===== src/hdl/chgs_ram.sv =====
// ----------------------------------------------------------------------------
// chgs_ram
// Simple dual-port RAM, one write port, one read port with registered data.
// ----------------------------------------------------------------------------
module chgs_ram #(
  parameter int WIDTH = 32,
  parameter int DEPTH = 64
) (
  input  logic                     clk,
  input  logic                     we,
  input  logic [$clog2(DEPTH)-1:0] waddr,
  input  logic [WIDTH-1:0]         wdata,
  input  logic                     re,
  input  logic [$clog2(DEPTH)-1:0] raddr,
  output logic [WIDTH-1:0]         rdata
);

  logic [WIDTH-1:0] mem [DEPTH];

  always_ff @(posedge clk) begin
    if (we) begin
      mem[waddr] <= wdata;
    end
    if (re) begin
      rdata <= mem[raddr];
    end
  end

endmodule


===== config.mk =====
export PLATFORM = sky130hd
export DESIGN_NAME = chgs_ram
export DESIGN_NICKNAME = d
export VERILOG_FILES = /design/src/hdl/chgs_ram.sv
export SDC_FILE = /design/constraint.sdc
export NUM_CORES = 2
export LEC_CHECK = 0
export BUFFER_PORTS_ARGS = -buffer_cell sky130_fd_sc_hd__buf_2
export CAP_MARGIN = 20
export CORE_MARGIN = 5
export CORE_UTILIZATION = 50
export DETAILED_ROUTE_END_ITERATION = 6
export PLACE_DENSITY = 0.72
export SKIP_CTS_REPAIR_TIMING = 1
export SLEW_MARGIN = 20
export SYNTH_ARGS = -nofsm -noshare
export SYNTH_HDL_FRONTEND = slang
export SYNTH_SLANG_ARGS = --single-unit

===== constraint.sdc =====
create_clock -name clk -period 5.4 [get_ports clk]
set_input_delay 0.27 -clock clk [delete_from_list [all_inputs] [get_ports clk]]
set_output_delay 0.27 -clock clk [all_outputs]
set_load 0.02 [all_outputs]

Word level (Yosys, flattened, before mapping)
Memory sizes are Yosys's and may differ from the RTL's. A register that Yosys moved wholly into a read port is not among the register bits.
Cells that the tools add are included.
{"block": "op_classes", "n_mux": 2}
{"cell": "1-bit 2-to-1 mux", "n": 2}
{"block": "word_totals", "ff_bits": 0, "ramBits": 2048, "inputBits": 47, "output_inout_bits": 32, "elab_cells": 3, "memories": 1}
{"name": "mem", "depth": 64, "width": 32, "rd": 1, "rd_ports_with_merged_regs": 1, "wr": 1, "line": "18", "source": "logic [WIDTH-1:0] mem [DEPTH];"}

Logic depth before layout (Yosys ltp)
{"block": "logic_depth", "depth_word": 2, "depth_mapped": 10}

Worst setup path after synthesis
No wires, ideal clock.
{"block": "synth_timing", "kind": "input to register", "startpoint": "input port waddr[3]", "endpoint": "memory mem[48][0] (enable)", "setup_ns": 0.461, "arrival_time_ns": 2.969, "slack_ns": 1.970, "stages": 4, "path_cell_list": "clkbuf_1 -> nor2b_1 -> nand4b_1 -> nor3_1"}
{"item": "from (decl)", "line": "11", "source": "input logic [$clog2(DEPTH)-1:0] waddr,"}
{"item": "to (decl)", "line": "18"}
Straight into the memory's write port.

==> impl_metrics.tcl <==
set metrics [dict create \
    status "finished with violations" \
    violations "hold timing" \
    fin_tns_setup_ns 0 \
    startpoint_type "primary input" \
    gp_congestion 0.780 \
    period_needed_ns 3.05 \
    cts.path.max_buffers 3 \
    synth_edf_count 2080 \
    rows 145 \
    grt_pass1_wl_um 283000 \
    track_usage_pct 24.5 \
    netlist_instances 3324 \
    dieHeight_um 407 \
    ir_drop_v 0.000329 \
    post-route-util_pct 56.7 \
    grt_antenna_before_repair 8 \
    rsz0062_at_grt "no" \
    dp_hpwl_um 109000 \
    ys_ff_latch 2080 \
    syn_area_um2 78800 \
    clock_sinks 2080 \
    wirelength_um 200000 \
    die_w_um 407 \
    n_fill_cell 10985 \
    initial_utilization_pct 50.4 \
    synth.distinct_cells 33 \
    skew_ns 0.0255 \
    drt_iter0_drc 5805 \
    drt_first_pass_iters 5 \
    via_per_inst 6.51 \
    io_buffers 78 \
    first_global_vias 37608 \
    hp-class "in -> reg" \
    relSlewSlack_pct 21.1 \
    antenna_left 0 \
    worstPathMaxFanout 69 \
    setup_viol 0 \
    io_pins 79 \
    worstMarginPinSlew_ns 1.18 \
    drive_gt1_share_pct 29.1 \
    hold-worst-slack_ns -0.00808 \
    cts_tree "done" \
    maxCapViolCount 0 \
    placeableCoreArea_um2 157000 \
    drv_slew 0 \
    power.density_nw_per_um2 366 \
    syn2layout_area_growth_pct 12.5 \
    crit_type "in -> reg" \
    wl_per_cell_um 34.7 \
    required_ns 5.94 \
    grt_max_degree 70 \
    path_clk_slew_ns 0.06 \
    drc 0 \
    ctsRootBufferMaster "clkbuf_16" \
    finalHoldViolCount 12 \
    period_share_pct 56.4 \
    syn_nets 3371 \
    grt.overflow.total 0 \
    syn_avg_cell_area_um2 23.7 \
    die_area_um2 166000 \
    max_freq_mhz 328 \
    vias 37609 \
    async_reset_ff_share_pct 0 \
    cts.htree.levels 4 \
    p_leak_nw 27.4 \
    cp-end-kind "register" \
    yosysSeqAreaShare_pct 79.2 \
    fin_nets 3603 \
    yosys_warnings 0 \
    worstPathArrival_ns 3.59 \
    synth_flop_cell "edfxtp_1" \
    clk-insertion-delay-late_ns 0.82 \
    numCtsBuffers 192 \
]
-- layout make-up --
type | count | area (µm²) | share of cell area [%]
Timing Repair Buffer | 220 | 1820 | 2.05
Antenna cell | 6 | 15.0 | 0.0169
Clock buffer | 239 | 5040 | 5.69
Clock inverter | 113 | 835 | 0.941
Tap cell | 2058 | 2570 | 2.90
Sequential cell | 2080 | 62500 | 70.4
Multi-Input combinational cell | 1062 | 16000 | 18.0
-- critical path, stage by stage --
cell,delay (ns)
buf_8,0.61
buf_4,0.66
mux4_2,0.59
mux4_2,0.50
o22ai_1,0.62
nor2_1,0.10
-- cell usage in the layout, fill, tap and decap left out, types with 53 or more instances in the layout --
master        n
a21oi_1      62
o22ai_1      84
buf_2        53
clkbuf_16   195
nor2_4       62
mux4_2      544
clkinv_1     64
mux2i_1      93
nor2_1       74
edfxtp_1   2080
buf_4       142
-- synthesized netlist by cell type (7+ instances only) --
library cell	number	area, µm²
nor2_1	137	514
edfxtp_1	2080	62500
buf_2	57	285
buf_1	21	78.8
nand2_1	26	97.6
mux2i_1	93	931
o22ai_1	84	526
nor2b_1	15	93.8
mux4_2	544	12300
clkbuf_1	74	278
a22oi_1	12	90.1
buf_4	25	188
a311oi_1	8	70.1
a21oi_1	62	310
nor3_1	7	35.0
o221ai_1	27	236
nand2b_1	8	50.1
-- power breakdown --
group	leakage (nW)	internal, mW	total (mW)	switching [mW]
logic	5.83	0.599	1.64	1.04
clock network	2.85	7.09	12.8	5.75
registers	18.7	17.9	18.0	0.0676
total	27.4	25.6	32.5	6.86
-- final timing paths --
kind | start | end | slack (ns) | depth (start not counted)
worst max-delay path | raddr[0] | rdata[27] | 2.35 | 6
worst min-delay path | wdata[26] | mem[11][26] | -0.008 | 1
worst max register to register | mem[31][9] | rdata[9] | 2.90 | 4
worst min register to register | mem[28][4] | rdata[4] | 0.84 | 4
-- registers in the layout, summed over array words and instances (netlist names) --
| name | cells |
|---|---|
| rdata | 32 |
| mem | 2048 |
-- kinds of logic (layout without fill, tap and decap cells) --
kind of cell / after synthesis / count (layout) / synth area share [%]
simple gates: 223 / 223 / 1.26
mux: 637 / 637 / 16.7
flops: 2080 / 2080 / 79.2
buf+inv: 182 / 572 / 1.12
compound gates: 202 / 202 / 1.67
other cells: 0 / 6 / 0
-- metal layers --
layer  track usage [%]  wire (µm)  up-vias
met1              34.2      73700    19896
met4              8.94       7610        6
met3              6.18      24700      387
li1                  -          -    14762
met2              38.0      94200     2558
met5                 0         37        -
-- metrics by stage --
step	std cells	power [mW]	setup slack (ns)	instance area [µm²]
global route	5773	33.4	2.25	88700
finish	5778	32.5	2.35	88700
detailed placement	5419	20.0	1.50	82800
floorplan	3324	19.2	1.97	78800
CTS	5771	32.6	2.38	88600
global placement	5416	19.9	1.49	82700
(Power assumes the default switching activity.)
