[src/hdl/chgs_pkg.sv]
// ----------------------------------------------------------------------------
// chgs_pkg
// Types, sizes and helpers for the Graham scan hull block.
// ----------------------------------------------------------------------------
package chgs_pkg;

  localparam int MAX_POINTS = 64;
  localparam int COORD_BITS = 16;
  localparam int IDX_BITS   = $clog2(MAX_POINTS);
  localparam int CNT_BITS   = $clog2(MAX_POINTS + 1);
  localparam int PT_BITS    = 2 * COORD_BITS;
  localparam int DIFF_BITS  = COORD_BITS + 1;
  localparam int PROD_BITS  = 2 * DIFF_BITS;
  localparam int CROSS_BITS = PROD_BITS + 1;

  localparam logic [1:0] ST_OK    = 2'd0;
  localparam logic [1:0] ST_DEGEN = 2'd1;
  localparam logic [1:0] ST_OVF   = 2'd2;

  typedef struct packed {
    logic signed [COORD_BITS-1:0] x;
    logic signed [COORD_BITS-1:0] y;
  } pt_t;

  typedef struct packed {
    logic signed [COORD_BITS-1:0] point_x;
    logic signed [COORD_BITS-1:0] point_y;
    logic                         set_end;
  } in_t;

  typedef struct packed {
    logic signed [COORD_BITS-1:0] hull_x;
    logic signed [COORD_BITS-1:0] hull_y;
    logic                         hull_end;
    logic [1:0]                   status;
  } out_t;

  // cross product unit status
  typedef struct packed {
    logic done;
    logic pos;
    logic zero;
  } cross_res_t;

  function automatic logic xy_less(pt_t a, pt_t b);
    return (a.x < b.x) || ((a.x == b.x) && (a.y < b.y));
  endfunction

endpackage

[src/hdl/chgs_cross.sv]
// ----------------------------------------------------------------------------
// chgs_cross
// Shared cross product unit: sign of (a-o) x (b-o), one multiplier.
// ----------------------------------------------------------------------------
module chgs_cross (
  input  logic                clk,
  input  logic                rst,
  input  logic                start,
  input  chgs_pkg::pt_t       o,
  input  chgs_pkg::pt_t       a,
  input  chgs_pkg::pt_t       b,
  output chgs_pkg::cross_res_t res
);

  typedef enum logic [1:0] {PH_IDLE, PH_MUL1, PH_MUL2, PH_DONE} phase_t;

  phase_t phase;
  logic signed [chgs_pkg::DIFF_BITS-1:0]  dax, day, dbx, dby;
  logic signed [chgs_pkg::PROD_BITS-1:0]  p1, p2;
  logic signed [chgs_pkg::DIFF_BITS-1:0]  mul_a, mul_b;
  logic signed [chgs_pkg::PROD_BITS-1:0]  mul_q;
  logic signed [chgs_pkg::CROSS_BITS-1:0] cross_val;

  // the one multiplier, operands steered by phase
  assign mul_a = (phase == PH_MUL1) ? dax : day;
  assign mul_b = (phase == PH_MUL1) ? dby : dbx;
  assign mul_q = mul_a * mul_b;

  assign cross_val = chgs_pkg::CROSS_BITS'(p1) - chgs_pkg::CROSS_BITS'(p2);
  assign res.done = (phase == PH_DONE);
  assign res.pos  = (cross_val > 0);
  assign res.zero = (cross_val == 0);

  always_ff @(posedge clk) begin
    if (rst) begin
      phase <= PH_IDLE;
    end else begin
      case (phase)
        PH_IDLE: begin
          if (start) begin
            dax   <= chgs_pkg::DIFF_BITS'(a.x) - chgs_pkg::DIFF_BITS'(o.x);
            day   <= chgs_pkg::DIFF_BITS'(a.y) - chgs_pkg::DIFF_BITS'(o.y);
            dbx   <= chgs_pkg::DIFF_BITS'(b.x) - chgs_pkg::DIFF_BITS'(o.x);
            dby   <= chgs_pkg::DIFF_BITS'(b.y) - chgs_pkg::DIFF_BITS'(o.y);
            phase <= PH_MUL1;
          end
        end
        PH_MUL1: begin
          p1    <= mul_q;
          phase <= PH_MUL2;
        end
        PH_MUL2: begin
          p2    <= mul_q;
          phase <= PH_DONE;
        end
        default: phase <= PH_IDLE;
      endcase
    end
  end

endmodule

[config.mk]
export PLATFORM = sky130hd
export DESIGN_NAME = chgs_cross
export DESIGN_NICKNAME = d
export VERILOG_FILES = /design/src/hdl/chgs_pkg.sv /design/src/hdl/chgs_cross.sv
export SDC_FILE = /design/constraint.sdc
export NUM_CORES = 1
export LEC_CHECK = 0
export BUFFER_PORTS_ARGS = -buffer_cell sky130_fd_sc_hd__clkbuf_2
export CAP_MARGIN = 20
export CORE_ASPECT_RATIO = 2
export CORE_MARGIN = 2
export CORE_UTILIZATION = 40
export DETAILED_ROUTE_END_ITERATION = 12
export GPL_ROUTABILITY_DRIVEN = 0
export PLACE_DENSITY = 0.67
export RECOVER_POWER = 25
export SLEW_MARGIN = 30
export SYNTH_ARGS = -nofsm -noshare
export SYNTH_HDL_FRONTEND = slang
export SYNTH_SLANG_ARGS = --single-unit
[constraint.sdc]
create_clock -name clk -period 20.4 [get_ports clk]
set_clock_uncertainty 0.15 [all_clocks]
set_input_delay 1.02 -clock clk [delete_from_list [all_inputs] [get_ports clk]]
set_output_delay 1.02 -clock clk [all_outputs]
set_load 0.02 [all_outputs]
## Word-level counts from Yosys, hierarchy flattened

Index checks and enable logic that the tools add are counted.

- Register bits after elaboration: 138
- Bits in latches: 0
- Bits in writable memories: 0
- Memory bits (read-only): 0
- Input port bits: 99
- Output and inout bits: 3
- Logic and storage cells: 28
- Memories kept: 0

- $add $sub $neg: 5
- Multipliers: 1
- Div/mod/pow operators: 0
- Magnitude comparators: 1
- Equal/unequal tests: 4
- Shift operators: 0
- Muxes and demuxes: 4
- Bitwise operators: 1
- Reductions and logical operators: 5

Operator list:

| cell | count |
|---|---|
| $sub A16 B16 Y17 | 4 |
| $gt A35 B1 Y1 const B | 1 |
| $logic_not A35 Y1 | 1 |
| $sub A34 B34 Y35 | 1 |
| $mul A17 B17 Y34 | 1 |
| $mux W17 | 2 |
| $pmux W2 S3 | 1 |
| $eq A2 B2 Y1 const B | 2 |
| $reduce_and A2 Y1 | 2 |
| $reduce_and A3 Y1 | 1 |
| $eq A2 B1 Y1 const B | 1 |
| $logic_not A2 Y1 | 1 |
| $mux W2 | 1 |
| $ne A2 B2 Y1 const B | 1 |
| $not A1 Y1 | 1 |

## Depth between registers and ports, before layout

Gate-level depths: netlist (run 1).

- Word-level depth: 3
- Mapped depth: 31
- Depth with buffers taken out: 29

## Least setup slack after synthesis (run 1)

No wires, ideal clock.

- Path type: reg2reg
- Start point: register phase[1]
- End point: register p1[32] in the netlist's numbering (data pin)
- Library setup time: 262 ps
- Arrival time: 7502 ps
- Required time: 19988 ps
- Path slack: 12486 ps
- Stages on the path, launching flop included: 29
- Path buffers: 3
- Period minus slack after synthesis: 7914 ps
- Cell sequence: dfxtp_1 inv_1 ha_1 clkbuf_1 buf_1 clkbuf_1 mux2i_1 nor2_1 fa_1 inv_1 fa_1 fa_1 inv_1 fa_1 fa_1 inv_1 fa_1 inv_1 ha_1 a21o_1 a21oi_1 nor3b_1 a21o_1 o311a_1 or4_1 a21oi_1 a21o_1 a21oi_1 xnor2_1

- Cells in the longest elaborated chain, start to end: 3
- Elaborated cells between the ends (all ways): 4
- Those cells by class: 1 x mul; 1 x eq/ne; 2 x mux

RTL lines:

| what | line | RTL |
|---|---|---|
| start, declared | chgs_cross.sv:17 | `phase_t phase;` |
| start signal, assigned | chgs_cross.sv:36 | `phase <= PH_IDLE;` |
| start signal, assigned | chgs_cross.sv:45 | `phase <= PH_MUL1;` |
| start signal, assigned | chgs_cross.sv:50 | `phase <= PH_MUL2;` |
| $eq A2 B1 Y1 (*) | chgs_cross.sv:25, chgs_cross.sv:26 |  |
| $mux W17, on equally long branches | chgs_cross.sv:25, chgs_cross.sv:26 |  |
| $mul A17 B17 Y34 (*) | chgs_cross.sv:27 | `assign mul_q = mul_a * mul_b;` |
| named net mul_q, one bit | chgs_cross.sv:21 | `logic signed [chgs_pkg::PROD_BITS-1:0] mul_q;` |
| end signal, assigned | chgs_cross.sv:49 | `p1 <= mul_q;` |
| end, declared | chgs_cross.sv:19 | `logic signed [chgs_pkg::PROD_BITS-1:0] p1, p2;` |

Mark *: on every way through the listed nets, which the timed path passes. The rest lies on a longest branch.
A chain may end at the register's enable or synchronous reset.

## Final worst setup path (run 1)

- Start point: register phase[1]
- End point: register p2[33] in the netlist's numbering (data pin)

- Cells in the longest elaborated chain, start to end: 3
- Elaborated cells between the ends (all ways): 4
- Those cells by class: 1 x mul; 1 x eq/ne; 2 x mux

RTL lines:

| what | line | RTL |
|---|---|---|
| $eq A2 B1 Y1 (*) | chgs_cross.sv:25, chgs_cross.sv:26 |  |
| $mux W17, on equally long branches | chgs_cross.sv:25, chgs_cross.sv:26 |  |
| $mul A17 B17 Y34 (*) | chgs_cross.sv:27 |  |
| named net mul_q, one bit | chgs_cross.sv:21 |  |
| end signal, assigned | chgs_cross.sv:53 | `p2 <= mul_q;` |
| end, declared | chgs_cross.sv:19 |  |

Marks and branches as above.

==> metrics.md, run 1 <==
| Metric | Value |
|---|---|
| Status | completed |
| CTS tree | yes |
| IO Count | 102 |
| Number of stages on the worst setup path | 25 |
| Initial Util | 40.22% |
| Vias | 15170 |
| Hold Crit Class | flop to flop |
| Async SR Flop Fraction | 0% |
| Setup violations, final | 0 |
| Hold Violations, Final | 0 |
| H-tree depth | 4 |
| Number of global-route vias before repair | 16990 |
| Unique masters post-synth | 76 |
| Crit-path max cell delay | 0.91 ns |
| Worst hold path startpoint | phase[1] |
| #FFs+latches synth | 138 |
| Clock-pin slew on the worst setup and hold paths | 0.06 ns |
| Floorplan die width | 162.2 um |
| Antenna fix cells | 0 |
| Slew @ Worst Pin | 1.407 ns |
| Worst hold stages | 2 |
| Reg2Reg Launch Point | phase[1] |
| Crit path time final | 9.187 ns |
| Main combinational cell family by area after synthesis | adder cells |
| Mapped Area | 20020 um^2 |
| WL final | 53540 um |
| Total track usage | 21.53% |
| First-pass GRT wire length | 85910 um |
| Die footprint | 51980 um^2 |
| IO buf count | 101 |
| WP buf/inv | 4 |
| Hold EP | phase[1] |
| Fill cells | 4657 |
| CP Data Required Time | 20.45 ns |
| Gate count after technology mapping | 2096 |
| YS warnings | 0 |
| 1st-iter DRT viols | 709 |
| Max Freq | 108.8 MHz |
| Wire per inst | 18.71 um |
| Max Cap Viol | 0 |
| Slowest cell on crit path | ha_1 |
| Largest net degree at the start of global routing | 69 |
| Die H | 320.4 um |
| Sink Count | 138 |
| Worst-path fanout max | 45 |
| Ys flop type | edfxtp_1 |
| Compound-Gate Fraction of Synth Area | 8.898% |
| Post-synthesis share of cell area spent on full adders, half adders and majority gates | 41.68% |
| CP Class | flop to flop |
| DR pass1 iterations | 5 |
| RSZ-0062 raised after global routing | no |
| Net Count, Synth | 2682 |
| CP arrival | 9.23 ns |
| R2R depth | 25 |
| Seq/Total Area, Yosys | 20.59% |
| Most frequent cells in the layout | inv_1 (414), fa_1 (300), nor2_1 (235) |
| Share of cells above drive strength 1 | 8.992% |
| FF-to-FF End | p2[33] |
| Via density per instance | 5.300 |
| Delay-heaviest family, CP | adder cells |
| Detailed-placement wirelength estimate | 45410 um |
| Setup TNS | 0 ns |
| Routed Antenna Nets | 0 |
| Core Rows | 116 |
| Critical path startpoint category | flop |
| Antenna violations before repair | 0 |
| Commonest non-fill, non-tap cell in the layout | inv_1 |
| Xor/xnor share of the synthesized area | 3.499% |
| Post-cts sizing count | 0 |
| Area share of and/or/nand/nor cells after synthesis | 13.13% |
| Root Driver | clkbuf_16 |
| Core area | 49780 um^2 |
| Residual DRC | 0 |
| Max clock buf depth | 2 |
| EDFF count, synth | 136 |
| CP dominant cell by count | fa_1 |
| Reg2Reg Setup Slack | 11.21 ns |
| CP endpoint kind | flop |
| Slew margin rel. | 6.216% |
| Final #Nets | 2786 |
| Max Slew Vio Count | 0 |
| Multiplexer area fraction after synthesis | 3.743% |
| Remaining global-route overflow | 0 |
| Hold buffers post-CTS | 0 |
| Setup Buffers After CTS | 0 |
| Average cell area after synthesis | 9.554 um^2 |
| Total CTS buffers | 17 |
| Area growth, synth to finish | 9.879% |
| Worst-Skew Late Latency | 0.46 ns |
| Fin crit share | 45.03% |
-- worst max-delay path by stage --
stage                     startpoint  endpoint
after floorplan             phase[1]    p1[32]
after global placement      phase[0]    p1[32]
after detailed placement    phase[0]    p1[33]
after CTS                   phase[0]    p2[33]
after global routing        phase[1]    p2[33]
final                       phase[1]    p2[33]
-- through the flow --
step                setup WS [ns]  std cells  utilization [%]  instance area (um^2)  hold slack, ns
finish                      11.21       2862            44.20                 22000          0.4381
global route                10.62       2862            44.20                 22000          0.4993
CTS                         11.65       2859            44.19                 22000          0.4507
detailed placement          11.68       2827            42.95                 21380          0.4310
global placement            11.85       2826            42.91                 21360          0.3801
floorplan                   12.49       2096                -                 20020          0.3636
-- metal layers --
| metal | share of wire (%) | global-route usage [%] | vias up |
|---|---|---|---|
| met4 | 8.9 | 16.30 | 0 |
| met5 | 0 | 0 | - |
| li1 | - | - | 6992 |
| met3 | 3.8 | 2.354 | 250 |
| met1 | 31 | 19.03 | 7365 |
| met2 | 56 | 43.00 | 563 |
-- Yosys cell counts, types with 9 or more instances --
cell type,instances,share of area (%)
a21boi_0,10,0.37
a21o_1,19,0.71
a21oi_1,84,2.1
and3_1,11,0.34
clkbuf_1,33,0.62
edfxtp_1,136,20
fa_1,300,30
ha_1,187,12
inv_1,414,7.8
mux2_2,31,1.7
mux2i_1,40,2.0
nand2_1,208,3.9
nand2b_1,11,0.34
nand3_1,24,0.60
nand4_1,9,0.28
nor2_1,236,4.4
nor2b_1,28,0.87
nor3_1,27,0.67
o21a_1,22,0.82
o21ai_0,52,1.3
or3_1,16,0.50
xnor2_1,68,3.0
xor2_1,12,0.52
-- tightest hold or removal path, cell delays in order, from the launching register on --
cell and delay (ns):
dfxtp_1 0.34, mux2i_1 0.14, nor2_1 0.06
-- cells by family (layout without fill, tap and decap cells) --
family                   after synthesis  in the layout
buffers and inverters                451            568
AO/OA/AOI/OAI                        269            269
AND/OR/NAND/NOR                      600            600
flip-flops                           138            138
adder cells (fa/ha/maj)              487            487
multiplexers                          71             71
XOR/XNOR                              80             80
-- flip-flops by register name, indices dropped and copies added (netlist names) --
name / cells
p1: 34
day: 17
dbx: 17
dby: 17
dax: 17
p2: 34
phase: 2
-- layout make-up --
class	count	area (um^2)	share of cell area, %
Sequential cell	138	4124	18.74
Timing Repair Buffer	121	661.9	3.008
Clock buffer	18	429.2	1.951
Clock inverter	14	186.4	0.8473
Inverter	415	1558	7.080
Multi-Input combinational cell	1507	14230	64.68
Tap cell	649	812.0	3.691
Power of run 1 is left out: the tool's default activity adds up to more than one toggle a clock period on the data nets, which glitch-free logic cannot reach.
==> inputs of run 2 (changes only) <==
--- a/config.mk
+++ b/config.mk
@@ -5,6 +5,7 @@
 export SDC_FILE = /design/constraint.sdc
 export NUM_CORES = 1
 export LEC_CHECK = 0
+export ABC_AREA = 1
 export BUFFER_PORTS_ARGS = -buffer_cell sky130_fd_sc_hd__clkbuf_2
 export CAP_MARGIN = 20
 export CORE_ASPECT_RATIO = 2
==> constraint.sdc (replaced) <==
create_clock -name clk -period 8.52 [get_ports clk]
set_clock_uncertainty 0.15 [all_clocks]
set_input_delay 0.426 -clock clk [delete_from_list [all_inputs] [get_ports clk]]
set_output_delay 0.426 -clock clk [all_outputs]
set_load 0.02 [all_outputs]
==> metrics.md, run 2 <==
| Metric | Value |
|---|---|
| Status | completed |
| Floorplan die width | 164.4 um (+1.4%) |
| Hold buffers post-CTS | 0 (unchanged) |
| Root Driver | clkbuf_16 |
| Synth top area cells | fa_1 (29%), edfxtp_1 (20%), ha_1 (11%) |
| #FFs+latches synth | 138 (unchanged) |
| Setup violations, final | 0 (unchanged) |
| Average cell area after synthesis | 8.548 um^2 (-11%) |
| Antenna violations before repair | 0 (unchanged) |
| CP endpoint kind | flop |
| Max Slew Vio Count | 0 (unchanged) |
| Setup TNS | 0 ns (unchanged) |
| Fin crit share | 94.74% (+50 points) |
| Total CTS buffers | 17 (unchanged) |
| Vias | 16250 (+7.1%) |
| Core area | 50940 um^2 (+2.3%) |
| Mapped Area | 20590 um^2 (+2.8%) |
| First-pass GRT wire length | 88380 um (+2.9%) |
| Largest net degree at the start of global routing | 69 (unchanged) |
| Sink Count | 138 (unchanged) |
| Initial Util | 40.42% (+0.20 points) |
| Most frequent cells in the layout | inv_1 (572), nand2_1 (406), fa_1 (300) |
| Die footprint | 53420 um^2 (+2.8%) |
| DR pass1 iterations | 8 (+3) |
| Number of global-route vias before repair | 18240 (+7.4%) |
| Max clock buf depth | 2 (unchanged) |
| Die H | 324.9 um (+1.4%) |
| Ys flop type | edfxtp_1 |
| Slew @ Worst Pin | 1.408 ns (+0.001243 ns) |
| Detailed-placement wirelength estimate | 48560 um (+6.9%) |
| Cell with the most instances after synthesis | inv_1 |
| Gate count after technology mapping | 2409 (+15%) |
| Crit path time final | 8.072 ns (-1.115 ns) |
| CP Class | flop to flop |
| Clock-pin slew on the worst setup and hold paths | 0.09 ns (+0.03 ns) |
| YS warnings | 0 (unchanged) |
| CP Data Required Time | 8.57 ns (-11.88 ns) |
| CP arrival | 8.12 ns (-1.11 ns) |
| Worst-Skew Late Latency | 0.47 ns (about the same) |
| Worst-path fanout max | 19 (-58%) |
| Async SR Flop Fraction | 0% (unchanged) |
| Max Freq | 123.9 MHz (+14%) |
| Area growth, synth to finish | 10.14% |
| Residual DRC | 0 (unchanged) |
| IO buf count | 101 (unchanged) |
| Critical path startpoint category | flop |
| Via density per instance | 5.080 (-4.2%) |
| Post-synth top area share | 29.17% (-0.83 points) |
| Area leader, netlist | fa_1 |
| H-tree depth | 4 (unchanged) |
| Commonest non-fill, non-tap cell in the layout | inv_1 |
| Total track usage | 21.69% (+0.15 points) |
| EDFF count, synth | 136 (unchanged) |
| Top post-synthesis cells by count | inv_1 (572), nand2_1 (406), fa_1 (300), nor2_1 (252), ha_1 (187) |
| Hold Crit Class | primary input to flop |
| Unique masters post-synth | 49 (-36%) |
| Share of cells above drive strength 1 | 9.159% (+0.17 points) |
| Antenna fix cells | 0 (unchanged) |
| WL final | 55630 um (+3.9%) |
| Max Cap Viol | 0 (unchanged) |
| Final #Nets | 3117 (+12%) |
| Core Rows | 117 (+0.86%) |
| Remaining global-route overflow | 0 (unchanged) |
| Net Count, Synth | 2995 (+12%) |
| Final Util | 44.52% (+0.32 points) |
| Wire per inst | 17.40 um (-7.0%) |
| Seq/Total Area, Yosys | 20.03% (-0.57 points) |
| 1st-iter DRT viols | 704 (-0.71%) |
| Hold Violations, Final | 0 (unchanged) |
| Post-cts sizing count | 0 (unchanged) |
| CTS tree | yes |
| Fill cells | 4983 (+7.0%) |
| IO Count | 102 (unchanged) |
| Biggest regs | p1: 34 flops, p2: 34 flops |
| RSZ-0062 raised after global routing | no |
| Setup Buffers After CTS | 0 (unchanged) |
| Slew margin rel. | 6.133% (-0.083 points) |
| Routed Antenna Nets | 0 (unchanged) |
[run 2: routing by layer]
metal  part of all wire (%)  track usage (%)  vias up
li1                       -                -     7657
met1                     30            17.79     7804
met2                     55            42.31      517
met3                    3.6            2.767      267
met4                     11            20.06        0
met5                      0                0        -
[run 2: final cells by class]
cell class	instances	area [um^2]	share of cell area, %
multi-input combinational	1657	14170	62.47
sequential	138	4124	18.18
inverter	583	2188	9.649
tap	654	818.3	3.608
timing repair buffer	134	767.0	3.382
clock buffer	17	425.4	1.876
clock inverter	15	188.9	0.8331
[run 2: worst paths after layout]
path              end      from  cells after the start  slack [ns]
min reg2reg  phase[1]  phase[1]                      2        0.41
max            p1[26]  phase[1]                     25        0.45
min          phase[0]       rst                      2        0.11
max reg2reg    p1[26]  phase[1]                     25        0.45
[run 2: worst max-delay path, stage by stage, from the launching register on]
cell	delay [ns]
dfxtp_1	0.36
inv_1	0.09
ha_2	0.33
buf_4	0.24
o21ai_0	0.79
inv_1	0.54
nor2_1	0.29
fa_1	0.45
inv_1	0.09
fa_1	0.41
inv_1	0.08
fa_1	0.45
fa_1	0.52
fa_1	0.49
inv_1	0.05
fa_1	0.47
inv_1	0.04
ha_1	0.33
nand2_1	0.08
inv_1	0.06
nand2_1	0.07
nor3_1	0.54
a21oi_1	0.24
o21ai_1	0.28
a31oi_1	0.17
xnor2_1	0.17
[run 2: kinds of logic after synthesis]
group	count (synthesis)	synth area share, %
AO/OA/AOI/OAI	275	7.833
adder cells (fa/ha/maj)	487	40.53
XOR/XNOR	103	4.454
flip-flops	138	20.03
buffers and inverters	614	11.22
AND/OR/NAND/NOR	790	15.84
multiplexers	2	0.09723
[run 2: stage by stage]
stage,std cells,worst slack [ns],cell area (um^2),hold WS (ns)
3_3_place_gp,3164,0.7774,22050,0.3737
3_5_place_dp,3164,0.7187,22050,0.4001
2_1_floorplan,2409,1.629,20590,0.3485
5_1_grt,3198,0.1728,22680,0.1465
4_1_cts,3196,0.6844,22670,0.1357
6_report,3198,0.4483,22680,0.1126
Power of run 2 is left out for the same reason.
==> inputs of run 3 (changes only) <==
--- a/config.mk
+++ b/config.mk
@@ -13,7 +13,7 @@
 export CORE_UTILIZATION = 40
 export DETAILED_ROUTE_END_ITERATION = 12
 export GPL_ROUTABILITY_DRIVEN = 0
-export PLACE_DENSITY = 0.67
+export PLACE_DENSITY = 0.69
 export RECOVER_POWER = 25
 export SLEW_MARGIN = 30
 export SYNTH_ARGS = -nofsm -noshare
==> constraint.sdc (replaced) <==
create_clock -name clk -period 7.1 [get_ports clk]
set_clock_uncertainty 0.15 [all_clocks]
set_input_delay 0.355 -clock clk [delete_from_list [all_inputs] [get_ports clk]]
set_output_delay 0.355 -clock clk [all_outputs]
set_load 0.02 [all_outputs]
==> metrics.md, run 3 (synthesized netlist as in run 2, its figures left out) <==
| Metric | Value |
|---|---|
| Fin crit share | 96.46% (+1.7 points) |
| Wire per inst | 17.77 um (+2.1%) |
| Hold buffers post-CTS | 0 (unchanged) |
| Core area | 50940 um^2 (unchanged) |
| Biggest regs | p1: 34 flops, p2: 34 flops |
| Antenna fix cells | 0 (unchanged) |
| Via density per instance | 5.108 (+0.56%) |
| Crit path time final | 6.848 ns (-1.223 ns) |
| Root Driver | clkbuf_16 |
| Number of global-route vias before repair | 18670 (+2.4%) |
| Most frequent cells in the layout | inv_1 (558), nand2_1 (406), fa_1 (299) |
| Antenna violations before repair | 0 (unchanged) |
| Reg area | 4124 um^2 (unchanged) |
| Die footprint | 53420 um^2 (unchanged) |
| Max Freq | 146.0 MHz (+18%) |
| H-tree depth | 4 (unchanged) |
| Vias | 16590 (+2.1%) |
| Hold slack | 0.04792 ns (-0.06472 ns) |
| Residual DRC | 0 (unchanged) |
| Fill cells | 4937 (-0.92%) |
| Remaining global-route overflow | 0 (unchanged) |
| Initial Util | 40.42% (unchanged) |
| Routed Antenna Nets | 0 (unchanged) |
| CP arrival | 6.89 ns (-1.23 ns) |
| Slew margin rel. | -28.69% (-35 points) |
| 1st-iter DRT viols | 835 (+19%) |
| Die H | 324.9 um (unchanged) |
| IO Count | 102 (unchanged) |
| Core Rows | 117 (unchanged) |
| GR Util met3 | 3.761% (+0.99 points) |
| M1 GR Usage | 18.89% (+1.1 points) |
| Hold Violations, Final | 0 (unchanged) |
| Total CTS buffers | 17 (unchanged) |
| Status | complete, but fails checks |
| Final worst slack | 0.2516 ns (-0.1967 ns) |
| Worst-Skew Late Latency | 0.46 ns (about the same) |
| CP endpoint kind | flop |
| WL final | 57690 um (+3.7%) |
| Hold Crit Class | primary input to flop |
| GRT busiest layer | met2 |
| First-pass GRT wire length | 91360 um (+3.4%) |
| Total track usage | 22.49% (+0.81 points) |
| IO buf count | 101 (unchanged) |
| Slew @ Worst Pin | 1.930 ns (+0.5224 ns) |
| Share of cells above drive strength 1 | 12.30% (+3.1 points) |
| Commonest non-fill, non-tap cell in the layout | inv_1 |
| DR pass1 iterations | 6 (-2) |
| Slowest cell on crit path | fa_1 |
| Pre-CTS setup slack | -0.1898 ns (-0.9086 ns) |
| Largest net degree at the start of global routing | 69 (unchanged) |
| Max clock buf depth | 2 (unchanged) |
| Worst-path fanout max | 7 (-12) |
| Failing checks | capacitance limit, slew limit |
| CP Class | flop to flop |
| Max Slew Vio Count | 70 (+70) |
| CP dominant cell by count | fa_1 |
| Clock-pin slew on the worst setup and hold paths | 0.07 ns (-0.02 ns) |
| Sink Count | 138 (unchanged) |
| Setup violations, final | 0 (unchanged) |
| Crit-path max cell delay | 0.66 ns (-0.13 ns) |
| Area of the multi-input gates | 14290 um^2 (+0.88%) |
| Area growth, synth to finish | 12.36% |
| CTS tree | yes |
| Met2 GRT Util | 43.38% (+1.1 points) |
| Max Cap Viol | 2 (+2) |
| CP Data Required Time | 7.14 ns (-1.43 ns) |
| Floorplan die width | 164.4 um (unchanged) |
| Critical path startpoint category | flop |
| Final #Nets | 3166 (+1.6%) |
| Detailed-placement wirelength estimate | 48930 um (+0.75%) |
run 3: timing repair:
action                     CTS  global route
gates resized for setup      6            52
setup buffers                1            13
setup endpoints to repair   10            28
pin swaps                    0             1
cloned                       0             2
run 3: cell type report:
class	instances	share of cell area [%]
inverter	583	9.540
clock inverter	14	0.5570
timing repair inverter	1	0.03245
clock buffer	18	1.855
multi-input combinational	1657	61.78
tap	654	3.537
timing repair buffer	182	4.878
sequential	138	17.82
run 3: worst max-delay path, delay by kind of cell (launching register included):
family	cells	cell delay, ns
AND/OR/NAND/NOR	9	0.98
flip-flops	1	0.34
AO/OA/AOI/OAI	2	0.22
XOR/XNOR	1	0.16
buffers and inverters	9	1.08
adder cells (fa/ha/maj)	8	3.64
run 3: layer usage:
layer,part of all wire [%],vias up
met1,30,7893
met5,0,-
li1,-,7759
met4,11,0
met3,4.5,322
met2,54,613
run 3: final timing paths:
check,from,endpoint,slack (ns),cells past startpoint
hold / removal,rst,phase[1],0.05,2
hold reg to reg,phase[1],phase[1],0.46,2
setup / recovery,phase[1],p2[32],0.25,29
setup reg to reg,phase[1],p2[32],0.25,29
run 3: metrics by stage:
step / instance area [um^2] / instances / utilization (%) / TNS [ns]
2_1_floorplan: 20590 / 2409 / - / 0
3_3_place_gp: 22320 / 3199 / 43.81 / -0.2342
3_5_place_dp: 22320 / 3199 / 43.81 / -0.7698
4_1_cts: 22900 / 3232 / 44.96 / 0
5_1_grt: 23140 / 3247 / 45.41 / -0.2514
6_report: 23140 / 3247 / 45.41 / 0
Power of run 3 is left out for the same reason.
